$ cat src/design/assert_macros.svh
// assertion helpers used by the datapath
`ifndef ASSERT_MACROS_SVH
`define ASSERT_MACROS_SVH

`ifndef ASSERT_OFF

// expression must hold at every clock edge out of reset
`define ASSERT_ALWAYS(lbl, clk, rst_n, expr) \
	lbl: assert property (@(posedge clk) disable iff (!rst_n) (expr)) \
		else $error("assertion failed");

// consequent must hold in the same cycle as the antecedent
`define ASSERT_IMPLY(lbl, clk, rst_n, ante, cons) \
	lbl: assert property (@(posedge clk) disable iff (!rst_n) (ante) |-> (cons)) \
		else $error("assertion failed");

`else

`define ASSERT_ALWAYS(lbl, clk, rst_n, expr)
`define ASSERT_IMPLY(lbl, clk, rst_n, ante, cons)

`endif

`endif

$ cat src/design/tpd_pkg.sv
`timescale 1ns / 1ps

package tpd_pkg;

	localparam int DEF_MAX_NODES   = 1024;
	localparam int DEF_MAX_QUERIES = 64;
	localparam int DEF_LENGTH_BITS = 16;

	localparam int NODE_W     = 10;
	localparam int LEN_W      = 16;
	localparam int OP_W       = 2;
	localparam int DIST_W     = 26;
	localparam int QIDX_W     = 6;
	localparam int IN_DATA_W  = 40;
	localparam int OUT_DATA_W = 32;

	localparam logic [OP_W-1:0] OP_CLEAR = 2'd0;
	localparam logic [OP_W-1:0] OP_EDGE  = 2'd1;
	localparam logic [OP_W-1:0] OP_QUERY = 2'd2;
	localparam logic [OP_W-1:0] OP_RUN   = 2'd3;

	typedef struct packed {
		logic in_load;
		logic clr_all;
		logic clr_valid;
		logic sweep;
		logic sweep_heads;
		logic side_b;
		logic edge_rd;
		logic edge_wr;
		logic qry_rd;
		logic qry_wr;
		logic init_rd;
		logic init_wr;
		logic stk_rd;
		logic top_ld;
		logic edge_fetch;
		logic edge_take;
		logic visit;
		logic push;
		logic pop;
		logic qh_rd;
		logic qh_take;
		logic q_rd;
		logic q_take;
		logic root_step;
		logic cmp_rd;
		logic cmp_wr;
		logic dx_rd;
		logic do_rd;
		logic dl_rd;
		logic ans_wr;
		logic par_wr;
		logic em_init;
		logic em_rd;
		logic em_ld;
	} cmd_t;

	typedef struct packed {
		logic [OP_W-1:0] op;
		logic            in_ok;
		logic            seen;
		logic            parent_is_r;
		logic            cx_is_r;
		logic            more;
		logic            top_full;
		logic            top_zero;
		logic            has;
		logic            sweep_last;
		logic            q_empty;
		logic            em_last;
		logic            out_free;
	} status_t;

endpackage

$ cat src/design/tpd_emit.sv
`timescale 1ns / 1ps

module tpd_emit (
	input  logic             clk,
	input  logic             arst_n,
	input  logic             run_done,
	input  logic             q_empty,
	input  logic             em_last,
	input  logic             out_free,
	output logic             busy,
	output tpd_pkg::cmd_t    cmd
);

	localparam logic [1:0] EM_IDLE = 2'd0;
	localparam logic [1:0] EM_RD   = 2'd1;
	localparam logic [1:0] EM_LD   = 2'd2;

	logic [1:0] em_q, em_d;

	always_ff @(posedge clk or negedge arst_n) begin
		if (!arst_n) begin
			em_q <= EM_IDLE;
		end else begin
			em_q <= em_d;
		end
	end

	// per answer: registered read of the answer store, then load once the output is free
	always_comb begin
		cmd  = '0;
		em_d = em_q;
		unique case (em_q)
			EM_IDLE: begin
				if (run_done && !q_empty) em_d = EM_RD;
			end
			EM_RD: begin
				cmd.em_rd = 1'b1;
				em_d      = EM_LD;
			end
			EM_LD: begin
				if (out_free) begin
					cmd.em_ld = 1'b1;
					em_d      = em_last ? EM_IDLE : EM_RD;
				end
			end
			default: em_d = EM_IDLE;
		endcase
	end

	assign busy = (em_q != EM_IDLE);

endmodule

$ cat config.mk
export PLATFORM = sky130hd
export DESIGN_NAME = tpd_emit
export DESIGN_NICKNAME = d
export VERILOG_FILES = /design/src/design/assert_macros.svh /design/src/design/tpd_pkg.sv /design/src/design/tpd_emit.sv
export SDC_FILE = /design/constraint.sdc
export NUM_CORES = 1
export LEC_CHECK = 0
export BUFFER_PORTS_ARGS = -buffer_cell sky130_fd_sc_hd__buf_4
export CORE_AREA = 3 3 40 42
export DETAILED_ROUTE_END_ITERATION = 12
export DIE_AREA = 0 0 43 45
export PLACE_DENSITY = 0.69
export SETUP_SLACK_MARGIN = 0.4
export SLEW_MARGIN = 30
export SYNTH_ARGS = -nofsm -noshare
export SYNTH_HDL_FRONTEND = slang
export SYNTH_SLANG_ARGS = --single-unit
$ cat constraint.sdc
create_clock -name clk -period 0.9 [get_ports clk]
set_input_delay 0.135 -clock clk [delete_from_list [all_inputs] [get_ports clk]]
set_output_delay 0.135 -clock clk [all_outputs]
set_load 0.02 [all_outputs]
==> impl_metrics.csv <==
group,metric,value,unit
routing,routed_wl,538,µm
finish,drive_gt1_frac,0.3393,
place,place_ws,-0.09476,ns
routing,avgRoutedWirePerCell,7.577,µm
synth,synth_cells,44,
clock_tree,cts_buffers,3,
pwr,swShare,0.4072,
hold_path,worstHoldPathCells,3,
timing,fmax,0.8752,GHz
timing,whs,0.1791,ns
timing,skew,0.0003293,ns
global_route,antenna_found_initial,0,
finish,antenna_cells,0,
timing,fin_ws,-0.2426,ns
global_route,grt_pass1_wl,641,µm
place,dp_hpwl,423,µm
die,ios,41,
setup_path,r2r_cells,3,
hold_path,min-delay-start,"q_empty",
pwr,peakVddDrop,0.0003456,V
finish,area_delta_synth_final,5.594,%
place,routabilityCongestion,0.5052,
die,start_util,0.2785,
timing,final-setup-viol-count,5,
outcome,failed_checks,"negative setup slack",
setup_path,reg2reg_from,"em_q[1]$_DFFE_PN0P_",
clock_tree,cts_tree,"yes",
routing,detail_route.vias_per_cell,2.930,
clock_tree,cts.clk_slew.worst_paths,0.03,ns
synth,synth_cell_types,10,
die,core_area,1285,µm²
timing,post-route-period-util,1.270,
routing,vias,208,
timing,layout_min_cycle_time,1.143,ns
flow_run,maxCapViolCount,0,
clock_tree,clockBufferDepth,2,
synth,avgSynthCellArea,8.133,µm²
place,dpl-instance-area,309.0,µm²
setup_path,reg2reg_slack,-0.20,ns
finish,final_nets,64,
clock_tree,cts_root_buffer,"clkbuf_4",
pwr,p_per_area,2099,nW/µm²
synth,syn-cell-area,357.8,µm²
timing,hold_viol,0,
setup_path,worstPathMaxFanout,5,
routing,drt_iter0_drc,1,
routing,first_pass_iters,2,
pwr,power,0.7930,mW
global_route,gr-usage-all-layers,0.04742,
outcome,outcome,"complete, but fails checks",
setup_path,worstSetupEndpointType,"primary output",
global_route,gr-total-overflow,0,
die,dieArea,1935,µm²
finish,final_cell_mix,"32 x conb_1, 7 x buf_4, 3 x clkbuf_4, 3 x buf_6, 2 x or2_4",
finish,regMostFlops,"em_q",
die,fp-row-count,13,
finish,top_regs,"em_q x2",
hold_path,hold-path-endpoint,"em_q[0]$_DFFE_PN0P_",
routing,drc,0,
routing,ant_nets,0,
finish,final_cell_area,377.9,µm²
setup_path,r2r-end,"em_q[0]$_DFFE_PN0P_",
place,port-buffer-count,8,
pwr,power_frac_comb,0.558,
place,dp_cells,65,
global_route,grt_pass1_vias,153,
timing,rsz0062_at_grt,"yes",
pwr,leakagePower,0.2251,nW
setup_path,start_kind,"flip-flop",
pwr,p_sw,0.3230,mW
pwr,clockPowerShare,0.243,
hold_path,worstHoldPathType,"in -> reg",
synth,yosysSeqAreaShare,0.1399,
setup_path,arrival,1.01,ns
synth,synth-seq-cells,2,
synth,ys_warn_count,0,
die,die_y,45,µm
finish,largest_reg_flops,2,
setup_path,cp.required,0.76,ns
pwr,internal-power,0.4701,mW
clock_tree,cts_sinks,2,
die,die_x,43,µm
setup_path,criticalPathCategory,"reg -> out",
clock_tree,insertion_delay,0.22,ns
clock_tree,htreeDepth,1,
timing,final_max_slew_viol_count,0,
finish,final_cells,71,
finish,final_common_cell,"conb_1",
global_route,grt_max_degree,6,
pwr,pwr-share-seq,0.199,
[what timing repair did]
| item | 4_1_cts | 5_1_grt |
|---|---|---|
| endpoints found under the hold margin | 2 | 0 |
| endpoints found under the setup margin | 5 | 5 |
| hold buffers | 1 | 0 |
| pin swaps | 1 | 0 |
| gates resized for setup | 5 | 2 |
| buffers inserted | 2 | 0 |
| gates cloned | 0 | 0 |
[cells in the mapped netlist]
cell type	number	area share
a21oi_1	1	0.014
nor3b_1	1	0.021
nor2b_1	1	0.017
or3b_1	1	0.024
nand3b_1	1	0.021
or2_2	2	0.035
dfrtp_1	2	0.14
and3b_1	1	0.024
buf_4	33	0.69
conb_1	1	0.010
[power by group through the flow]
stage	clock (mW)	combinational [mW]	sequential (mW)
after global placement	0	0.331	0.151
after global routing	0.225	0.474	0.161
final	0.193	0.443	0.158
after detailed placement	0	0.335	0.151
after floorplan	0	0.372	0.140
after CTS	0.201	0.434	0.148
[metrics by stage]
| step | TNS (ns) | utilization |
|---|---|---|
| floorplan | -0.01261 | - |
| global placement | -0.1633 | 0.2405 |
| detailed placement | -0.2223 | 0.2405 |
| CTS | -0.9797 | 0.2911 |
| global route | -1.182 | 0.2941 |
| finish | -0.9704 | 0.2941 |
[how the worst max path moves through the flow]
stage | startpoint | to | slack (ns)
6_report | em_q[1]$_DFFE_PN0P_ | busy | -0.24
5_1_grt | em_q[1]$_DFFE_PN0P_ | busy | -0.29
4_1_cts | em_q[0]$_DFFE_PN0P_ | busy | -0.24
3_5_place_dp | em_q[0]$_DFFE_PN0P_ | busy | -0.09
3_3_place_gp | em_q[1]$_DFFE_PN0P_ | em_q[0]$_DFFE_PN0P_ | -0.08
2_1_floorplan | em_q[1]$_DFFE_PN0P_ | em_q[0]$_DFFE_PN0P_ | -0.01
[layer usage]
| layer | global-route usage | routed length (µm) | up-vias |
|---|---|---|---|
| met5 | 0 | 0 | - |
| met4 | 0.05422 | 0 | 0 |
| met3 | 0.02390 | 70 | 0 |
| met2 | 0.06587 | 321 | 18 |
| met1 | 0.04808 | 146 | 93 |
| li1 | - | - | 97 |
[kinds of logic (layout without fill, tap and decap cells)]
logic type | Yosys count | after routing | synth area share
buffers and inverters | 33 | 14 | 0.6923
and+or+nand+nor | 7 | 7 | 0.1434
DFF | 2 | 2 | 0.1399
other | 1 | 32 | 0.01048
AOI/OAI and AO/OA | 1 | 1 | 0.01397
[critical path, cell delays in order (launching register included)]
cell,delay [ns]
dfrtp_2,0.43
or2_4,0.23
buf_6,0.13
[final cells by class]
type | instances | area [µm²]
Fill cell | 149 | 907.1
Clock buffer | 3 | 22.52
Multi-Input combinational cell | 40 | 188.9
Sequential cell | 2 | 51.30
Tap cell | 15 | 18.77
Timing Repair Buffer | 11 | 96.34
Note: power is estimated with default switching activity, not from simulation.
