<file path="src/design/assert_macros.svh">
// assertion helpers used by the datapath
`ifndef ASSERT_MACROS_SVH
`define ASSERT_MACROS_SVH

`ifndef ASSERT_OFF

// expression must hold at every clock edge out of reset
`define ASSERT_ALWAYS(lbl, clk, rst_n, expr) \
	lbl: assert property (@(posedge clk) disable iff (!rst_n) (expr)) \
		else $error("assertion failed");

// consequent must hold in the same cycle as the antecedent
`define ASSERT_IMPLY(lbl, clk, rst_n, ante, cons) \
	lbl: assert property (@(posedge clk) disable iff (!rst_n) (ante) |-> (cons)) \
		else $error("assertion failed");

`else

`define ASSERT_ALWAYS(lbl, clk, rst_n, expr)
`define ASSERT_IMPLY(lbl, clk, rst_n, ante, cons)

`endif

`endif

</file>
<file path="src/design/tpd_pkg.sv">
`timescale 1ns / 1ps

package tpd_pkg;

	localparam int DEF_MAX_NODES   = 1024;
	localparam int DEF_MAX_QUERIES = 64;
	localparam int DEF_LENGTH_BITS = 16;

	localparam int NODE_W     = 10;
	localparam int LEN_W      = 16;
	localparam int OP_W       = 2;
	localparam int DIST_W     = 26;
	localparam int QIDX_W     = 6;
	localparam int IN_DATA_W  = 40;
	localparam int OUT_DATA_W = 32;

	localparam logic [OP_W-1:0] OP_CLEAR = 2'd0;
	localparam logic [OP_W-1:0] OP_EDGE  = 2'd1;
	localparam logic [OP_W-1:0] OP_QUERY = 2'd2;
	localparam logic [OP_W-1:0] OP_RUN   = 2'd3;

	typedef struct packed {
		logic in_load;
		logic clr_all;
		logic clr_valid;
		logic sweep;
		logic sweep_heads;
		logic side_b;
		logic edge_rd;
		logic edge_wr;
		logic qry_rd;
		logic qry_wr;
		logic init_rd;
		logic init_wr;
		logic stk_rd;
		logic top_ld;
		logic edge_fetch;
		logic edge_take;
		logic visit;
		logic push;
		logic pop;
		logic qh_rd;
		logic qh_take;
		logic q_rd;
		logic q_take;
		logic root_step;
		logic cmp_rd;
		logic cmp_wr;
		logic dx_rd;
		logic do_rd;
		logic dl_rd;
		logic ans_wr;
		logic par_wr;
		logic em_init;
		logic em_rd;
		logic em_ld;
	} cmd_t;

	typedef struct packed {
		logic [OP_W-1:0] op;
		logic            in_ok;
		logic            seen;
		logic            parent_is_r;
		logic            cx_is_r;
		logic            more;
		logic            top_full;
		logic            top_zero;
		logic            has;
		logic            sweep_last;
		logic            q_empty;
		logic            em_last;
		logic            out_free;
	} status_t;

endpackage

</file>
<file path="src/design/tpd_ctrl.sv">
`timescale 1ns / 1ps

module tpd_ctrl (
	input  logic             clk,
	input  logic             arst_n,
	input  logic             s_tvalid,
	output logic             s_tready,
	input  tpd_pkg::status_t status,
	output tpd_pkg::cmd_t    cmd
);

	localparam logic [4:0] ST_SWEEP_ALL  = 5'd0;
	localparam logic [4:0] ST_IDLE       = 5'd1;
	localparam logic [4:0] ST_E_RDA      = 5'd2;
	localparam logic [4:0] ST_E_WRA      = 5'd3;
	localparam logic [4:0] ST_E_RDB      = 5'd4;
	localparam logic [4:0] ST_E_WRB      = 5'd5;
	localparam logic [4:0] ST_Q_RDA      = 5'd6;
	localparam logic [4:0] ST_Q_WRA      = 5'd7;
	localparam logic [4:0] ST_Q_RDB      = 5'd8;
	localparam logic [4:0] ST_Q_WRB      = 5'd9;
	localparam logic [4:0] ST_SWEEP_SEEN = 5'd10;
	localparam logic [4:0] ST_R_INIT     = 5'd11;
	localparam logic [4:0] ST_R_INIT2    = 5'd12;
	localparam logic [4:0] ST_W_RD       = 5'd13;
	localparam logic [4:0] ST_W_TOP      = 5'd14;
	localparam logic [4:0] ST_W_EFETCH   = 5'd15;
	localparam logic [4:0] ST_W_ETAKE    = 5'd16;
	localparam logic [4:0] ST_W_NODE     = 5'd17;
	localparam logic [4:0] ST_W_PUSH     = 5'd18;
	localparam logic [4:0] ST_F_HEAD     = 5'd19;
	localparam logic [4:0] ST_F_HTAKE    = 5'd20;
	localparam logic [4:0] ST_F_QCHK     = 5'd21;
	localparam logic [4:0] ST_F_QTAKE    = 5'd22;
	localparam logic [4:0] ST_F_SEEN     = 5'd23;
	localparam logic [4:0] ST_F_ROOT     = 5'd24;
	localparam logic [4:0] ST_C_CHK      = 5'd25;
	localparam logic [4:0] ST_C_WR       = 5'd26;
	localparam logic [4:0] ST_D_X        = 5'd27;
	localparam logic [4:0] ST_D_O        = 5'd28;
	localparam logic [4:0] ST_D_L        = 5'd29;
	localparam logic [4:0] ST_D_SUB      = 5'd30;
	localparam logic [4:0] ST_F_PAR      = 5'd31;

	logic [4:0] state_q, state_d;
	// the parent write after a pop and the start of the answer read-out share one state by phase
	logic       phase_q, phase_d;

	always_ff @(posedge clk or negedge arst_n) begin
		if (!arst_n) begin
			state_q <= ST_SWEEP_ALL;
			phase_q <= 1'b0;
		end else begin
			state_q <= state_d;
			phase_q <= phase_d;
		end
	end

	always_comb begin
		cmd      = '0;
		state_d  = state_q;
		phase_d  = phase_q;
		s_tready = 1'b0;
		unique case (state_q)
			ST_SWEEP_ALL: begin
				cmd.sweep       = 1'b1;
				cmd.sweep_heads = 1'b1;
				if (status.sweep_last) state_d = ST_IDLE;
			end
			ST_IDLE: begin
				s_tready = 1'b1;
				if (s_tvalid) begin
					cmd.in_load = 1'b1;
					unique case (status.op)
						tpd_pkg::OP_CLEAR: begin
							cmd.clr_all = 1'b1;
							state_d     = ST_SWEEP_ALL;
						end
						tpd_pkg::OP_EDGE: begin
							if (status.in_ok) state_d = ST_E_RDA;
						end
						tpd_pkg::OP_QUERY: begin
							if (status.in_ok) state_d = ST_Q_RDA;
						end
						tpd_pkg::OP_RUN: begin
							cmd.clr_valid = 1'b1;
							state_d       = ST_SWEEP_SEEN;
						end
						default: state_d = ST_IDLE;
					endcase
				end
			end
			ST_E_RDA: begin
				cmd.edge_rd = 1'b1;
				state_d     = ST_E_WRA;
			end
			ST_E_WRA: begin
				cmd.edge_wr = 1'b1;
				state_d     = ST_E_RDB;
			end
			ST_E_RDB: begin
				cmd.edge_rd = 1'b1;
				cmd.side_b  = 1'b1;
				state_d     = ST_E_WRB;
			end
			ST_E_WRB: begin
				cmd.edge_wr = 1'b1;
				cmd.side_b  = 1'b1;
				state_d     = ST_IDLE;
			end
			ST_Q_RDA: begin
				cmd.qry_rd = 1'b1;
				state_d    = ST_Q_WRA;
			end
			ST_Q_WRA: begin
				cmd.qry_wr = 1'b1;
				state_d    = ST_Q_RDB;
			end
			ST_Q_RDB: begin
				cmd.qry_rd = 1'b1;
				cmd.side_b = 1'b1;
				state_d    = ST_Q_WRB;
			end
			ST_Q_WRB: begin
				cmd.qry_wr = 1'b1;
				cmd.side_b = 1'b1;
				state_d    = ST_IDLE;
			end
			ST_SWEEP_SEEN: begin
				cmd.sweep = 1'b1;
				if (status.sweep_last) state_d = ST_R_INIT;
			end
			ST_R_INIT: begin
				cmd.init_rd = 1'b1;
				state_d     = ST_R_INIT2;
			end
			ST_R_INIT2: begin
				cmd.init_wr = 1'b1;
				state_d     = ST_W_RD;
			end
			ST_W_RD: begin
				cmd.stk_rd = 1'b1;
				state_d    = ST_W_TOP;
			end
			ST_W_TOP: begin
				cmd.top_ld = 1'b1;
				state_d    = status.more ? ST_W_EFETCH : ST_F_HEAD;
			end
			ST_W_EFETCH: begin
				cmd.edge_fetch = 1'b1;
				state_d        = ST_W_ETAKE;
			end
			ST_W_ETAKE: begin
				cmd.edge_take = 1'b1;
				state_d       = ST_W_NODE;
			end
			ST_W_NODE: begin
				if (!status.seen && !status.top_full) begin
					cmd.visit = 1'b1;
					state_d   = ST_W_PUSH;
				end else begin
					state_d = ST_W_RD;
				end
			end
			ST_W_PUSH: begin
				cmd.push = 1'b1;
				state_d  = ST_W_RD;
			end
			ST_F_HEAD: begin
				cmd.qh_rd = 1'b1;
				state_d   = ST_F_HTAKE;
			end
			ST_F_HTAKE: begin
				cmd.qh_take = 1'b1;
				state_d     = ST_F_QCHK;
			end
			ST_F_QCHK: begin
				if (status.has) begin
					cmd.q_rd = 1'b1;
					state_d  = ST_F_QTAKE;
				end else begin
					cmd.pop = 1'b1;
					phase_d = 1'b0;
					state_d = ST_F_PAR;
				end
			end
			ST_F_QTAKE: begin
				cmd.q_take = 1'b1;
				state_d    = ST_F_SEEN;
			end
			ST_F_SEEN: begin
				state_d = status.seen ? ST_F_ROOT : ST_F_QCHK;
			end
			ST_F_ROOT: begin
				if (status.parent_is_r) begin
					state_d = ST_C_CHK;
				end else begin
					cmd.root_step = 1'b1;
				end
			end
			ST_C_CHK: begin
				if (status.cx_is_r) begin
					state_d = ST_D_X;
				end else begin
					cmd.cmp_rd = 1'b1;
					state_d    = ST_C_WR;
				end
			end
			ST_C_WR: begin
				cmd.cmp_wr = 1'b1;
				state_d    = ST_C_CHK;
			end
			ST_D_X: begin
				cmd.dx_rd = 1'b1;
				state_d   = ST_D_O;
			end
			ST_D_O: begin
				cmd.do_rd = 1'b1;
				state_d   = ST_D_L;
			end
			ST_D_L: begin
				cmd.dl_rd = 1'b1;
				state_d   = ST_D_SUB;
			end
			ST_D_SUB: begin
				cmd.ans_wr = 1'b1;
				state_d    = ST_F_QCHK;
			end
			ST_F_PAR: begin
				// phase 0: fetch new top or start read-out, phase 1: link finished node
				if (!phase_q) begin
					if (status.top_zero) begin
						cmd.em_init = 1'b1;
						state_d     = ST_IDLE;
					end else begin
						cmd.stk_rd = 1'b1;
						phase_d    = 1'b1;
					end
				end else begin
					cmd.par_wr = 1'b1;
					state_d    = ST_W_RD;
				end
			end
			default: state_d = ST_IDLE;
		endcase
	end

endmodule

</file>
<file path="config.mk">
export PLATFORM = sky130hd
export DESIGN_NAME = tpd_ctrl
export DESIGN_NICKNAME = d
export VERILOG_FILES = /design/src/design/assert_macros.svh /design/src/design/tpd_pkg.sv /design/src/design/tpd_ctrl.sv
export SDC_FILE = /design/constraint.sdc
export NUM_CORES = 1
export LEC_CHECK = 0
export BUFFER_PORTS_ARGS = -buffer_cell sky130_fd_sc_hd__buf_2
export CAP_MARGIN = 40
export CELL_PAD_IN_SITES_DETAIL_PLACEMENT = 1
export CELL_PAD_IN_SITES_GLOBAL_PLACEMENT = 2
export CORE_ASPECT_RATIO = 1.5
export CORE_MARGIN = 3
export CORE_UTILIZATION = 24
export CTS_BUF_LIST = sky130_fd_sc_hd__clkbuf_16
export DETAILED_ROUTE_END_ITERATION = 16
export PLACE_DENSITY_LB_ADDON = 0.15
export SLEW_MARGIN = 25
export SYNTH_ARGS = -nofsm -noshare
export SYNTH_HDL_FRONTEND = slang
export SYNTH_SLANG_ARGS = --single-unit
</file>
<file path="constraint.sdc">
create_clock -name clk -period 2.35 [get_ports clk]
set_input_delay 0.235 -clock clk [delete_from_list [all_inputs] [get_ports clk]]
set_output_delay 0.235 -clock clk [all_outputs]
set_load 0.02 [all_outputs]
</file>
==> results of run 1 <==
==> kinds of logic (layout without fill, tap and decap cells) <==
group                  Yosys count  after routing  share of synthesized area, %
AND/OR/NAND/NOR                 89             89                         46.21
other                            1              2                        0.3290
flip-flops                       6              6                         13.17
buffers and inverters           25             63                         11.53
AO/OA/AOI/OAI                   36             36                         21.95
multiplexers                     3              3                         2.964
XOR/XNOR                         5              5                         3.842
==> worst max path at each step <==
stage	end	slack, ns	depth (start not counted)
finish	cmd[21]	0.23	5
floorplan	cmd[27]	0.34	5
CTS	cmd[21]	0.12	5
global placement	state_q[3]$_DFFE_PN0P_	0.36	5
detailed placement	state_q[3]$_DFFE_PN0P_	0.35	5
global route	cmd[21]	0.08	5
==> state kept, by name (all words and copies together) (netlist names) <==
register and count:
state_q 5, phase_q 1
==> cells in the final DEF, fill, tap and decap left out, drive strengths merged, types with 5 or more instances in the layout <==
cell type and instances:
a21oi 9, buf 54, dfrtp 6, inv 5, nand2 10, nand2b 7
nor2 25, nor3 14, nor4 5, o21ai 6
==> tightest hold or removal path, cell delays in order <==
cell and delay [ns]:
buf_2 0.11, nor2_1 0.05, nor2_1 0.08, nor2_1 0.04
==> power groups by stage <==
stage,logic [mW],registers [mW],clock network [mW]
final,1.21,0.213,0.278
after global routing,1.33,0.226,0.286
after CTS,1.22,0.214,0.280
after detailed placement,1.21,0.215,0
after global placement,1.20,0.213,0
after floorplan,0.966,0.174,0
==> per-layer routing <==
| layer | part of all wire [%] | track usage, % | vias up |
|---|---|---|---|
| li1 | - | - | 664 |
| met1 | 43 | 16.64 | 640 |
| met2 | 53 | 27.43 | 31 |
| met3 | 2.8 | 1.743 | 8 |
| met4 | 1.8 | 4.236 | 0 |
| met5 | 0 | 0 | - |
==> metrics by stage <==
step / hold slack [ns] / util (%) / instances / setup slack [ns]
floorplan: -0.06059 / - / 166 / 0.3416
global placement: 0.06256 / 30.85 / 264 / 0.3645
detailed placement: 0.07049 / 30.85 / 264 / 0.3514
CTS: 0.3345 / 32.73 / 268 / 0.1228
global route: 0.3658 / 32.75 / 268 / 0.07571
finish: 0.3298 / 32.75 / 268 / 0.2284
==> area by class of cell <==
cell class	count	area share [%]
Sequential cell	6	10.18
Multi-Input combinational cell	135	57.95
Timing Repair Buffer	55	20.18
Inverter	5	1.262
Clock buffer	3	5.046
Tap cell	64	5.383
==> what timing repair did <==
item / in CTS / in global routing
resized for setup: 0 / 1
hold endpoints to repair: 6 / 0
setup endpoints to repair: 0 / 1
hold buffers: 1 / 0
==> results.ini, run 1 <==
[critical_path]
cp-startpoint = state_q[0]$_DFFE_PN0P_
cp-end-kind = primary output
crit_fanout = 18
worstSetupPathType = reg -> out
r2r_end = state_q[1]$_DFFE_PN0P_
worst_path_largest_cell_delay_ns = 0.46
crit_path_top_delay_cell = dfrtp_1
path_buf_inv = 2
start_kind = register
reg2reg_from = state_q[0]$_DFFE_PN0P_
reg2reg_slack_ns = 0.43
ff2ff_path_depth = 5
crit_chain = buf_4, nand3_1, or3_4, o31ai_1, buf_2
arrival_ns = 1.89
crit_family = simple AND/OR/NAND/NOR gates
crit_required_ns = 2.12

[synthesis]
avgSynthCellArea_um2 = 6.908
synthTopCellsByCount = 25 x nor2_1, 13 x nor3_1, 12 x buf_2, 9 x a21oi_1, 9 x nand2_1
seq_area_frac_synth_pct = 13.17
yosysMostFrequentCell = nor2_1
yosys_warnings = 0
synthDistinctLibCells = 54
synth_top_area_share_pct = 13.17
netlist_instances = 165
async_flop_share_pct = 100.0
synth-seq-cells = 6
netlist_area_um2 = 1140
yosys-top-cells-area = dfrtp_1 13%, nor2_1 8.2%, nor3_1 5.7%, buf_2 5.3%, a21oi_1 4.0%
synth_edf_count = 0
yosysTopAreaCell = dfrtp_1
synth_flop_cell = dfrtp_1

[routing]
drc = 0
drt_first_pass_iters = 4
dr.first_iter.drc_count = 36
final_antenna_net_count = 0
drt_wl_total_um = 4139
viasPerCell = 5.011
avgRoutedWirePerCell_um = 15.44
num_vias = 1343

[power_and_ir_drop]
power_mw = 1.701
pwr-share-comb_pct = 71.1
p_int_uw = 825.1
p_seq_share_pct = 12.5
p_leak_nw = 0.6858
swShare_pct = 51.49
power_frac_clock_pct = 16.3
switchingPower_uw = 876.0
p_per_area_nw_per_um2 = 1143
ir_drop_uv = 445.2

[global_route]
grt_max_degree = 26
antenna_found_initial = 0
gr-total-overflow = 0
track_usage_pct = 14.47
grt_pass1_wl_um = 6651
grt_pass1_vias = 1361

[finish]
n_antenna_cell = 0
area_growth_pct = 30.52
multi_input_area_um2 = 862.1
ff_latch_area_um2 = 151.4
fin_area_um2 = 1488
fillers = 595
drive_gt1_share_pct = 33.33
fin_nets = 223

[placed_design]
dpl_cell_area_um2 = 1401
gp_congestion = 0.8518
hpwl_um = 3262
portBuffers = 46

[floorplanning]
die_x_um = 62.27
ios = 52
rows = 30
dieArea_um2 = 5630
initial_utilization_pct = 25.10
die_y_um = 90.41
core_area_um2 = 4542

[worst_hold_path]
hold_path_depth = 4
hold_class = in -> reg
hold_start = status[5]
holdPathEnd = phase_q$_DFFE_PN0P_

[cts]
clk_latency_ns = 0.23
clockBufferDepth = 2
cts_sinks = 6
post-cts-setup-buffers = 0
htree_levels = 1
cts_tree = built
cts_buffers = 3
path_clk_slew_ns = 0.03
cts-root-buf = clkbuf_16

[run_status]
outcome = completed

[timing]
slew_violations = 0
fin_tns_setup_ns = 0
rsz0062_at_grt = no
min_period_ns = 2.122
finalHoldViolCount = 0
fmax_ghz = 0.4713
finalClockSkew_ns = 0.0009378
setup_viol = 0
fin_crit_sh_pct = 90.28

[run]
max-cap-violations = 0

Power figures use the tool's default switching activity.
==> inputs of run 2 (changes only) <==
--- a/config.mk
+++ b/config.mk
@@ -5,13 +5,14 @@
 export SDC_FILE = /design/constraint.sdc
 export NUM_CORES = 1
 export LEC_CHECK = 0
+export ABC_AREA = 1
 export BUFFER_PORTS_ARGS = -buffer_cell sky130_fd_sc_hd__buf_2
 export CAP_MARGIN = 40
 export CELL_PAD_IN_SITES_DETAIL_PLACEMENT = 1
 export CELL_PAD_IN_SITES_GLOBAL_PLACEMENT = 2
 export CORE_ASPECT_RATIO = 1.5
 export CORE_MARGIN = 3
-export CORE_UTILIZATION = 24
+export CORE_UTILIZATION = 21
 export CTS_BUF_LIST = sky130_fd_sc_hd__clkbuf_16
 export DETAILED_ROUTE_END_ITERATION = 16
 export PLACE_DENSITY_LB_ADDON = 0.15
==> results.ini, run 2 <==
[run_status]
outcome = completed  ; unchanged

[synthesis]
synthDistinctLibCells = 26  ; was 54
yosys-top-cells-area = nand2_1 18%, dfrtp_1 14%, inv_1 12%, nor2_1 12%, nand3_1 11%  ; was dfrtp_1 13%, nor2_1 8.2%, nor3_1 5.7%, buf_2 5.3%, a21oi_1 4.0%
yosysTopAreaCell = nand2_1  ; was dfrtp_1
seq_area_frac_synth_pct = 13.76  ; was 13.17%
avgSynthCellArea_um2 = 5.271  ; was 6.908 µm²
synth_top_area_share_pct = 17.89  ; was 13.17%
netlist_area_um2 = 1091  ; was 1140 µm²
synth-seq-cells = 6  ; unchanged
synthTopCellsByCount = 52 x nand2_1, 36 x inv_1, 35 x nor2_1, 24 x nand3_1, 9 x nor3_1  ; was 25 x nor2_1, 13 x nor3_1, 12 x buf_2, 9 x a21oi_1, 9 x nand2_1
yosys_warnings = 0  ; unchanged
yosysMostFrequentCell = nand2_1  ; was nor2_1
synth_flop_cell = dfrtp_1  ; unchanged
netlist_instances = 207  ; was 165
synth_edf_count = 0  ; unchanged
async_flop_share_pct = 100.0  ; unchanged

[routing]
drt_wl_total_um = 4213  ; was 4139 µm
viasPerCell = 4.342  ; was 5.011
num_vias = 1385  ; was 1343
dr.first_iter.drc_count = 30  ; was 36
drt_first_pass_iters = 4  ; unchanged
drc = 0  ; unchanged
final_antenna_net_count = 0  ; unchanged
avgRoutedWirePerCell_um = 13.21  ; was 15.44 µm

[finish]
layout_common_cells = 52 x nand2_1, 46 x buf_2, 36 x inv_1  ; was 46 x buf_2, 25 x nor2_1, 13 x nor3_1
top_register = state_q  ; unchanged
post-route-util_pct = 29.54  ; was 32.75%
drive_gt1_share_pct = 28.85  ; was 33.33%
fin_nets = 272  ; was 223
top_regs = state_q x5, phase_q x1  ; unchanged
layout_commonest_cell = nand2_1  ; was buf_2
area_growth_pct = 33.37  ; was 30.52%
largest_reg_flops = 5  ; unchanged
n_antenna_cell = 0  ; unchanged

[power_and_ir_drop]
p_int_uw = 644.4  ; was 825.1 µW
p_seq_share_pct = 14.9  ; was 12.5%
p_leak_nw = 1.006  ; was 0.6858 nW
p_per_area_nw_per_um2 = 975.0  ; was 1143 nW/µm²
power_frac_clock_pct = 19.0  ; was 16.3%
pwr-share-comb_pct = 66.1  ; was 71.1%
ir_drop_uv = 234.6  ; was 445.2 µV
swShare_pct = 54.58  ; was 51.49%
switchingPower_uw = 774.3  ; was 876.0 µW

[run]
max-cap-violations = 0  ; unchanged

[cts]
htree_levels = 1  ; unchanged
path_clk_slew_ns = 0.03  ; about the same
cts-root-buf = clkbuf_16  ; unchanged
post-cts-setup-buffers = 0  ; unchanged
clockBufferDepth = 2  ; unchanged
clk_latency_ns = 0.22  ; was 0.23 ns
hold_buffers = 1  ; unchanged
cts_tree = built  ; unchanged
cts_sinks = 6  ; unchanged
cts_resized = 0  ; unchanged
cts_buffers = 3  ; unchanged

[placed_design]
hpwl_um = 3709  ; was 3262 µm
gp_congestion = 0.7991  ; was 0.8518
portBuffers = 46  ; unchanged

[floorplanning]
dieArea_um2 = 6114  ; was 5630 µm²
die_x_um = 64.85  ; was 62.27 µm
ios = 52  ; unchanged
die_y_um = 94.28  ; was 90.41 µm
rows = 31  ; was 30
core_area_um2 = 4926  ; was 4542 µm²
initial_utilization_pct = 22.15  ; was 25.10%

[critical_path]
path_buf_inv = 3  ; was 2
reg2reg_slack_ns = 0.49  ; was 0.43 ns
worst_path_largest_cell_delay_ns = 0.58  ; was 0.46 ns
start_kind = register  ; unchanged
crit_family = simple AND/OR/NAND/NOR gates  ; unchanged
arrival_ns = 1.76  ; was 1.89 ns
worstSetupPathType = reg -> out  ; unchanged
crit_required_ns = 2.12  ; about the same
crit_fanout = 8  ; was 18
cp-end-kind = primary output  ; unchanged
crit_chain = inv_1, nor2_1, nand2_1, nor2_1, nand2_1, inv_1, buf_2  ; was buf_4, nand3_1, or3_4, o31ai_1, buf_2
crit_path_top_delay_cell = dfrtp_1  ; unchanged

[timing]
finalHoldViolCount = 0  ; unchanged
fin_crit_sh_pct = 85.04  ; was 90.28%
rsz0062_at_grt = no  ; unchanged
setup_viol = 0  ; unchanged
slew_violations = 0  ; unchanged
fin_tns_setup_ns = 0  ; unchanged
finalClockSkew_ns = 0.0004928  ; was 0.0009378 ns
min_period_ns = 1.999  ; was 2.122 ns
fmax_ghz = 0.5004  ; was 0.4713 GHz

[global_route]
track_usage_pct = 14.38  ; was 14.47%
gr-total-overflow = 0  ; unchanged
grt_pass1_vias = 1414  ; was 1361
grt_max_degree = 20  ; was 26
antenna_found_initial = 0  ; unchanged
grt_pass1_wl_um = 6844  ; was 6651 µm

[worst_hold_path]
hold_class = in -> reg  ; unchanged

[run 2: cell families (layout without fill, tap and decap cells)]
group	after synthesis	count (layout)	synth area share (%)
buffers and inverters	46	91	18.23
AO/OA/AOI/OAI	13	13	6.651
other	1	2	0.3437
AND/OR/NAND/NOR	141	141	61.01
flip-flops	6	6	13.76
[run 2: final cells by class]
cell class	count	area, µm²
fillers	712	3471
repair buffers	49	255.2
inverters	39	146.4
clock buffers	3	75.07
multi-input cells	156	745.7
well taps	66	82.58
flip-flops and latches	6	150.1
[run 2: final timing paths]
check                                          to              startpoint  cells after the start
max in group asynchronous     phase_q$_DFFE_PN0P_                  arst_n                      2
min reg2reg                   phase_q$_DFFE_PN0P_     phase_q$_DFFE_PN0P_                      2
min in group asynchronous  state_q[4]$_DFFE_PN0P_                  arst_n                      2
max                                       cmd[17]  state_q[0]$_DFFE_PN0P_                      7
max reg2reg                state_q[3]$_DFFE_PN0P_  state_q[0]$_DFFE_PN0P_                     10
min                        state_q[4]$_DFFE_PN0P_               status[9]                      4
[run 2: metrics by stage]
| stage | setup WS (ns) | cells | power [mW] | cell area (µm²) | hold slack (ns) |
|---|---|---|---|---|---|
| global placement | 0.5089 | 315 | 1.166 | 1370 | 0.06253 |
| finish | 0.3514 | 319 | 1.419 | 1455 | 0.3231 |
| floorplan | 0.7253 | 208 | 0.8924 | 1095 | -0.06059 |
| CTS | 0.3284 | 319 | 1.442 | 1455 | 0.3262 |
| detailed placement | 0.4933 | 315 | 1.168 | 1370 | 0.06663 |
| global route | 0.1568 | 319 | 1.562 | 1455 | 0.3626 |
[run 2: worst min-delay path: cells and delay by family]
kind / cells / cell delay (ns)
compound gates: 1 / 0.08
buf+inv: 2 / 0.15
simple gates: 1 / 0.04
[run 2: power groups by stage]
stage / clock network, mW / logic [mW] / registers [mW]
finish: 0.270 / 0.938 / 0.211
global route: 0.278 / 1.07 / 0.218
CTS: 0.273 / 0.957 / 0.211
detailed placement: 0 / 0.959 / 0.209
global placement: 0 / 0.956 / 0.211
floorplan: 0 / 0.719 / 0.173
[run 2: layer usage]
metal	vias to the layer above	global-route usage [%]	share of wire, %
met5	-	0	0
met2	31	27.41	54
met1	626	17.18	42
li1	724	-	-
met4	0	2.998	1.0
met3	4	0.9581	3.3
==> inputs of run 3 (changes only) <==
--- a/config.mk
+++ b/config.mk
@@ -12,11 +12,12 @@
 export CELL_PAD_IN_SITES_GLOBAL_PLACEMENT = 2
 export CORE_ASPECT_RATIO = 1.5
 export CORE_MARGIN = 3
-export CORE_UTILIZATION = 21
-export CTS_BUF_LIST = sky130_fd_sc_hd__clkbuf_16
+export CORE_UTILIZATION = 22
+export CTS_BUF_LIST = sky130_fd_sc_hd__clkbuf_8
 export DETAILED_ROUTE_END_ITERATION = 16
 export PLACE_DENSITY_LB_ADDON = 0.15
 export SLEW_MARGIN = 25
 export SYNTH_ARGS = -nofsm -noshare
 export SYNTH_HDL_FRONTEND = slang
 export SYNTH_SLANG_ARGS = --single-unit
+export TNS_END_PERCENT = 10
==> results.ini, run 3 (synthesized netlist as in run 2, its figures left out) <==
[run_status]
outcome = completed  ; unchanged

[placed_design]
hpwl_um = 3651  ; was 3709 µm
gp_congestion = 0.8231  ; was 0.7991
place_inst = 313  ; was 315
dp_slack_ns = 0.4841  ; was 0.4933 ns
portBuffers = 46  ; unchanged

[routing]
drc = 0  ; unchanged
avgRoutedWirePerCell_um = 13.23  ; was 13.21 µm
met2_length_um = 2297  ; was 2271 µm
wirelength_met1_um = 1784  ; was 1757 µm
final_antenna_net_count = 0  ; unchanged
drt_first_pass_iters = 4  ; unchanged
dr.first_iter.drc_count = 42  ; was 30
num_vias = 1383  ; was 1385
wl_met3_um = 95  ; was 140 µm
drt_wl_total_um = 4193  ; was 4213 µm
top_layer = met4  ; unchanged
viasPerCell = 4.363  ; was 4.342

[finish]
fin_cells = 317  ; was 319
drive_gt1_share_pct = 28.85  ; unchanged
n_antenna_cell = 0  ; unchanged
layout_commonest_cell = nand2_1  ; unchanged
largest_reg_flops = 5  ; unchanged
top_register = state_q  ; unchanged
layout_common_cells = 52 x nand2_1, 46 x buf_2, 36 x inv_1  ; unchanged
top_regs = state_q x5, phase_q x1  ; unchanged
fin_nets = 272  ; unchanged
area_growth_pct = 30.05  ; was 33.37%
fillers = 684  ; was 712

[global_route]
gr-total-overflow = 0  ; unchanged
grt_pass1_wl_um = 6927  ; was 6844 µm
grt_pass1_vias = 1427  ; was 1414
antenna_found_initial = 0  ; unchanged
track_usage_pct = 14.98  ; was 14.38%
grt_max_degree = 20  ; unchanged

[timing]
finalClockSkew_ns = 0.001051  ; was 0.0004928 ns
max_slew.worst_pin.slew_ns = 0.6158
min_period_ns = 2.006  ; was 1.999 ns
fin_crit_sh_pct = 85.38  ; was 85.04%
slew_violations = 0  ; unchanged
fin_tns_setup_ns = 0  ; unchanged
finalHoldViolCount = 0  ; unchanged
setup_viol = 0  ; unchanged
rsz0062_at_grt = no  ; unchanged
fmax_ghz = 0.4984  ; was 0.5004 GHz
slew_headroom_pct = 58.90
finalWorstSetupSlack_ns = 0.3436  ; was 0.3514 ns

[floorplanning]
ios = 52  ; unchanged
rows = 30  ; was 31
die_x_um = 63.50  ; was 64.85 µm
core_area_um2 = 4654  ; was 4926 µm²
initial_utilization_pct = 23.44  ; was 22.15%
die_y_um = 92.25  ; was 94.28 µm
dieArea_um2 = 5858  ; was 6114 µm²

[cts]
path_clk_slew_ns = 0.03  ; about the same
cts_sinks = 6  ; unchanged
htree_levels = 1  ; unchanged
clk_latency_ns = 0.22  ; about the same
cts_buffers = 3  ; unchanged
clockBufferDepth = 2  ; unchanged
cts-root-buf = clkbuf_8  ; was clkbuf_16
cts_resized = 0  ; unchanged
cts_tree = built  ; unchanged
post-cts-setup-buffers = 0  ; unchanged

[worst_hold_path]
hold_class = in -> reg  ; unchanged
hold_start = status[9]  ; unchanged
holdPathEnd = state_q[4]$_DFFE_PN0P_  ; unchanged
hold_path_depth = 4  ; unchanged

[critical_path]
r2r_end = state_q[3]$_DFFE_PN0P_  ; unchanged
crit_required_ns = 2.12  ; about the same
crit_fanout = 8  ; unchanged
worstSetupPathType = reg -> out  ; unchanged
ff2ff_path_depth = 10  ; unchanged
cp-startpoint = state_q[0]$_DFFE_PN0P_  ; unchanged
cp-end-kind = primary output  ; unchanged
reg2reg_from = state_q[0]$_DFFE_PN0P_  ; unchanged
arrival_ns = 1.77  ; was 1.76 ns
start_kind = register  ; unchanged
reg2reg_slack_ns = 0.49  ; about the same

[power_and_ir_drop]
p_leak_nw = 0.9905  ; was 1.006 nW
power_mw = 1.292  ; was 1.419 mW
ir_drop_uv = 221.1  ; was 234.6 µV
p_per_area_nw_per_um2 = 910.2  ; was 975.0 nW/µm²

[run]
max-cap-violations = 0  ; unchanged

run 3: cell counts in the layout (fill, tap and decap cells not counted):
No cell type changed its count.
run 3: final cells by class:
class	count	area, µm²	area share [%]
multi-input combinational	156	745.7	52.56
timing repair buffer	49	255.2	17.99
sequential	6	150.1	10.58
inverter	39	146.4	10.32
tap	64	80.08	5.644
clock buffer	3	41.29	2.910
run 3: worst max path at each step:
stage | to | slack, ns | cells past startpoint
2_1_floorplan | state_q[0]$_DFFE_PN0P_ | 0.73 | 10
5_1_grt | cmd[17] | 0.16 | 7
6_report | cmd[17] | 0.34 | 7
3_3_place_gp | state_q[3]$_DFFE_PN0P_ | 0.49 | 10
3_5_place_dp | state_q[3]$_DFFE_PN0P_ | 0.48 | 10
4_1_cts | cmd[17] | 0.33 | 7
run 3: per-stage QoR:
| step | utilization [%] | instance area [µm²] | hold WS, ns |
|---|---|---|---|
| floorplan | - | 1095 | -0.06059 |
| global placement | 29.38 | 1368 | 0.06177 |
| detailed placement | 29.38 | 1368 | 0.06439 |
| CTS | 30.48 | 1419 | 0.3288 |
| global route | 30.48 | 1419 | 0.3504 |
| finish | 30.48 | 1419 | 0.3279 |
run 3: worst max-delay path: stages, from the launching register on:
cell and delay (ns):
dfrtp_1 0.57, inv_1 0.13, nor2_1 0.25, nand2_1 0.13, nor2_1 0.14, nand2_1 0.09
inv_1 0.07, buf_2 0.16
run 3: power breakdown:
part / switching, mW / leakage, nW / internal [mW]
Clock: 0.0396 / 0.0216 / 0.110
Sequential: 0.0713 / 0.0785 / 0.139
Combinational: 0.645 / 0.890 / 0.287
Total: 0.756 / 0.990 / 0.536
run 3: what timing repair did:
| action | CTS | global route |
|---|---|---|
| endpoints found under the setup margin | 0 | 0 |
| hold endpoints to repair | 6 | 0 |
| hold buffers | 1 | 0 |
run 3: per-layer routing:
layer  vias to the layer above  GRT usage (%)
met2                        23          29.29
met1                       632          17.26
met4                         0          3.243
li1                        726              -
met3                         2         0.9804
met5                         -              0
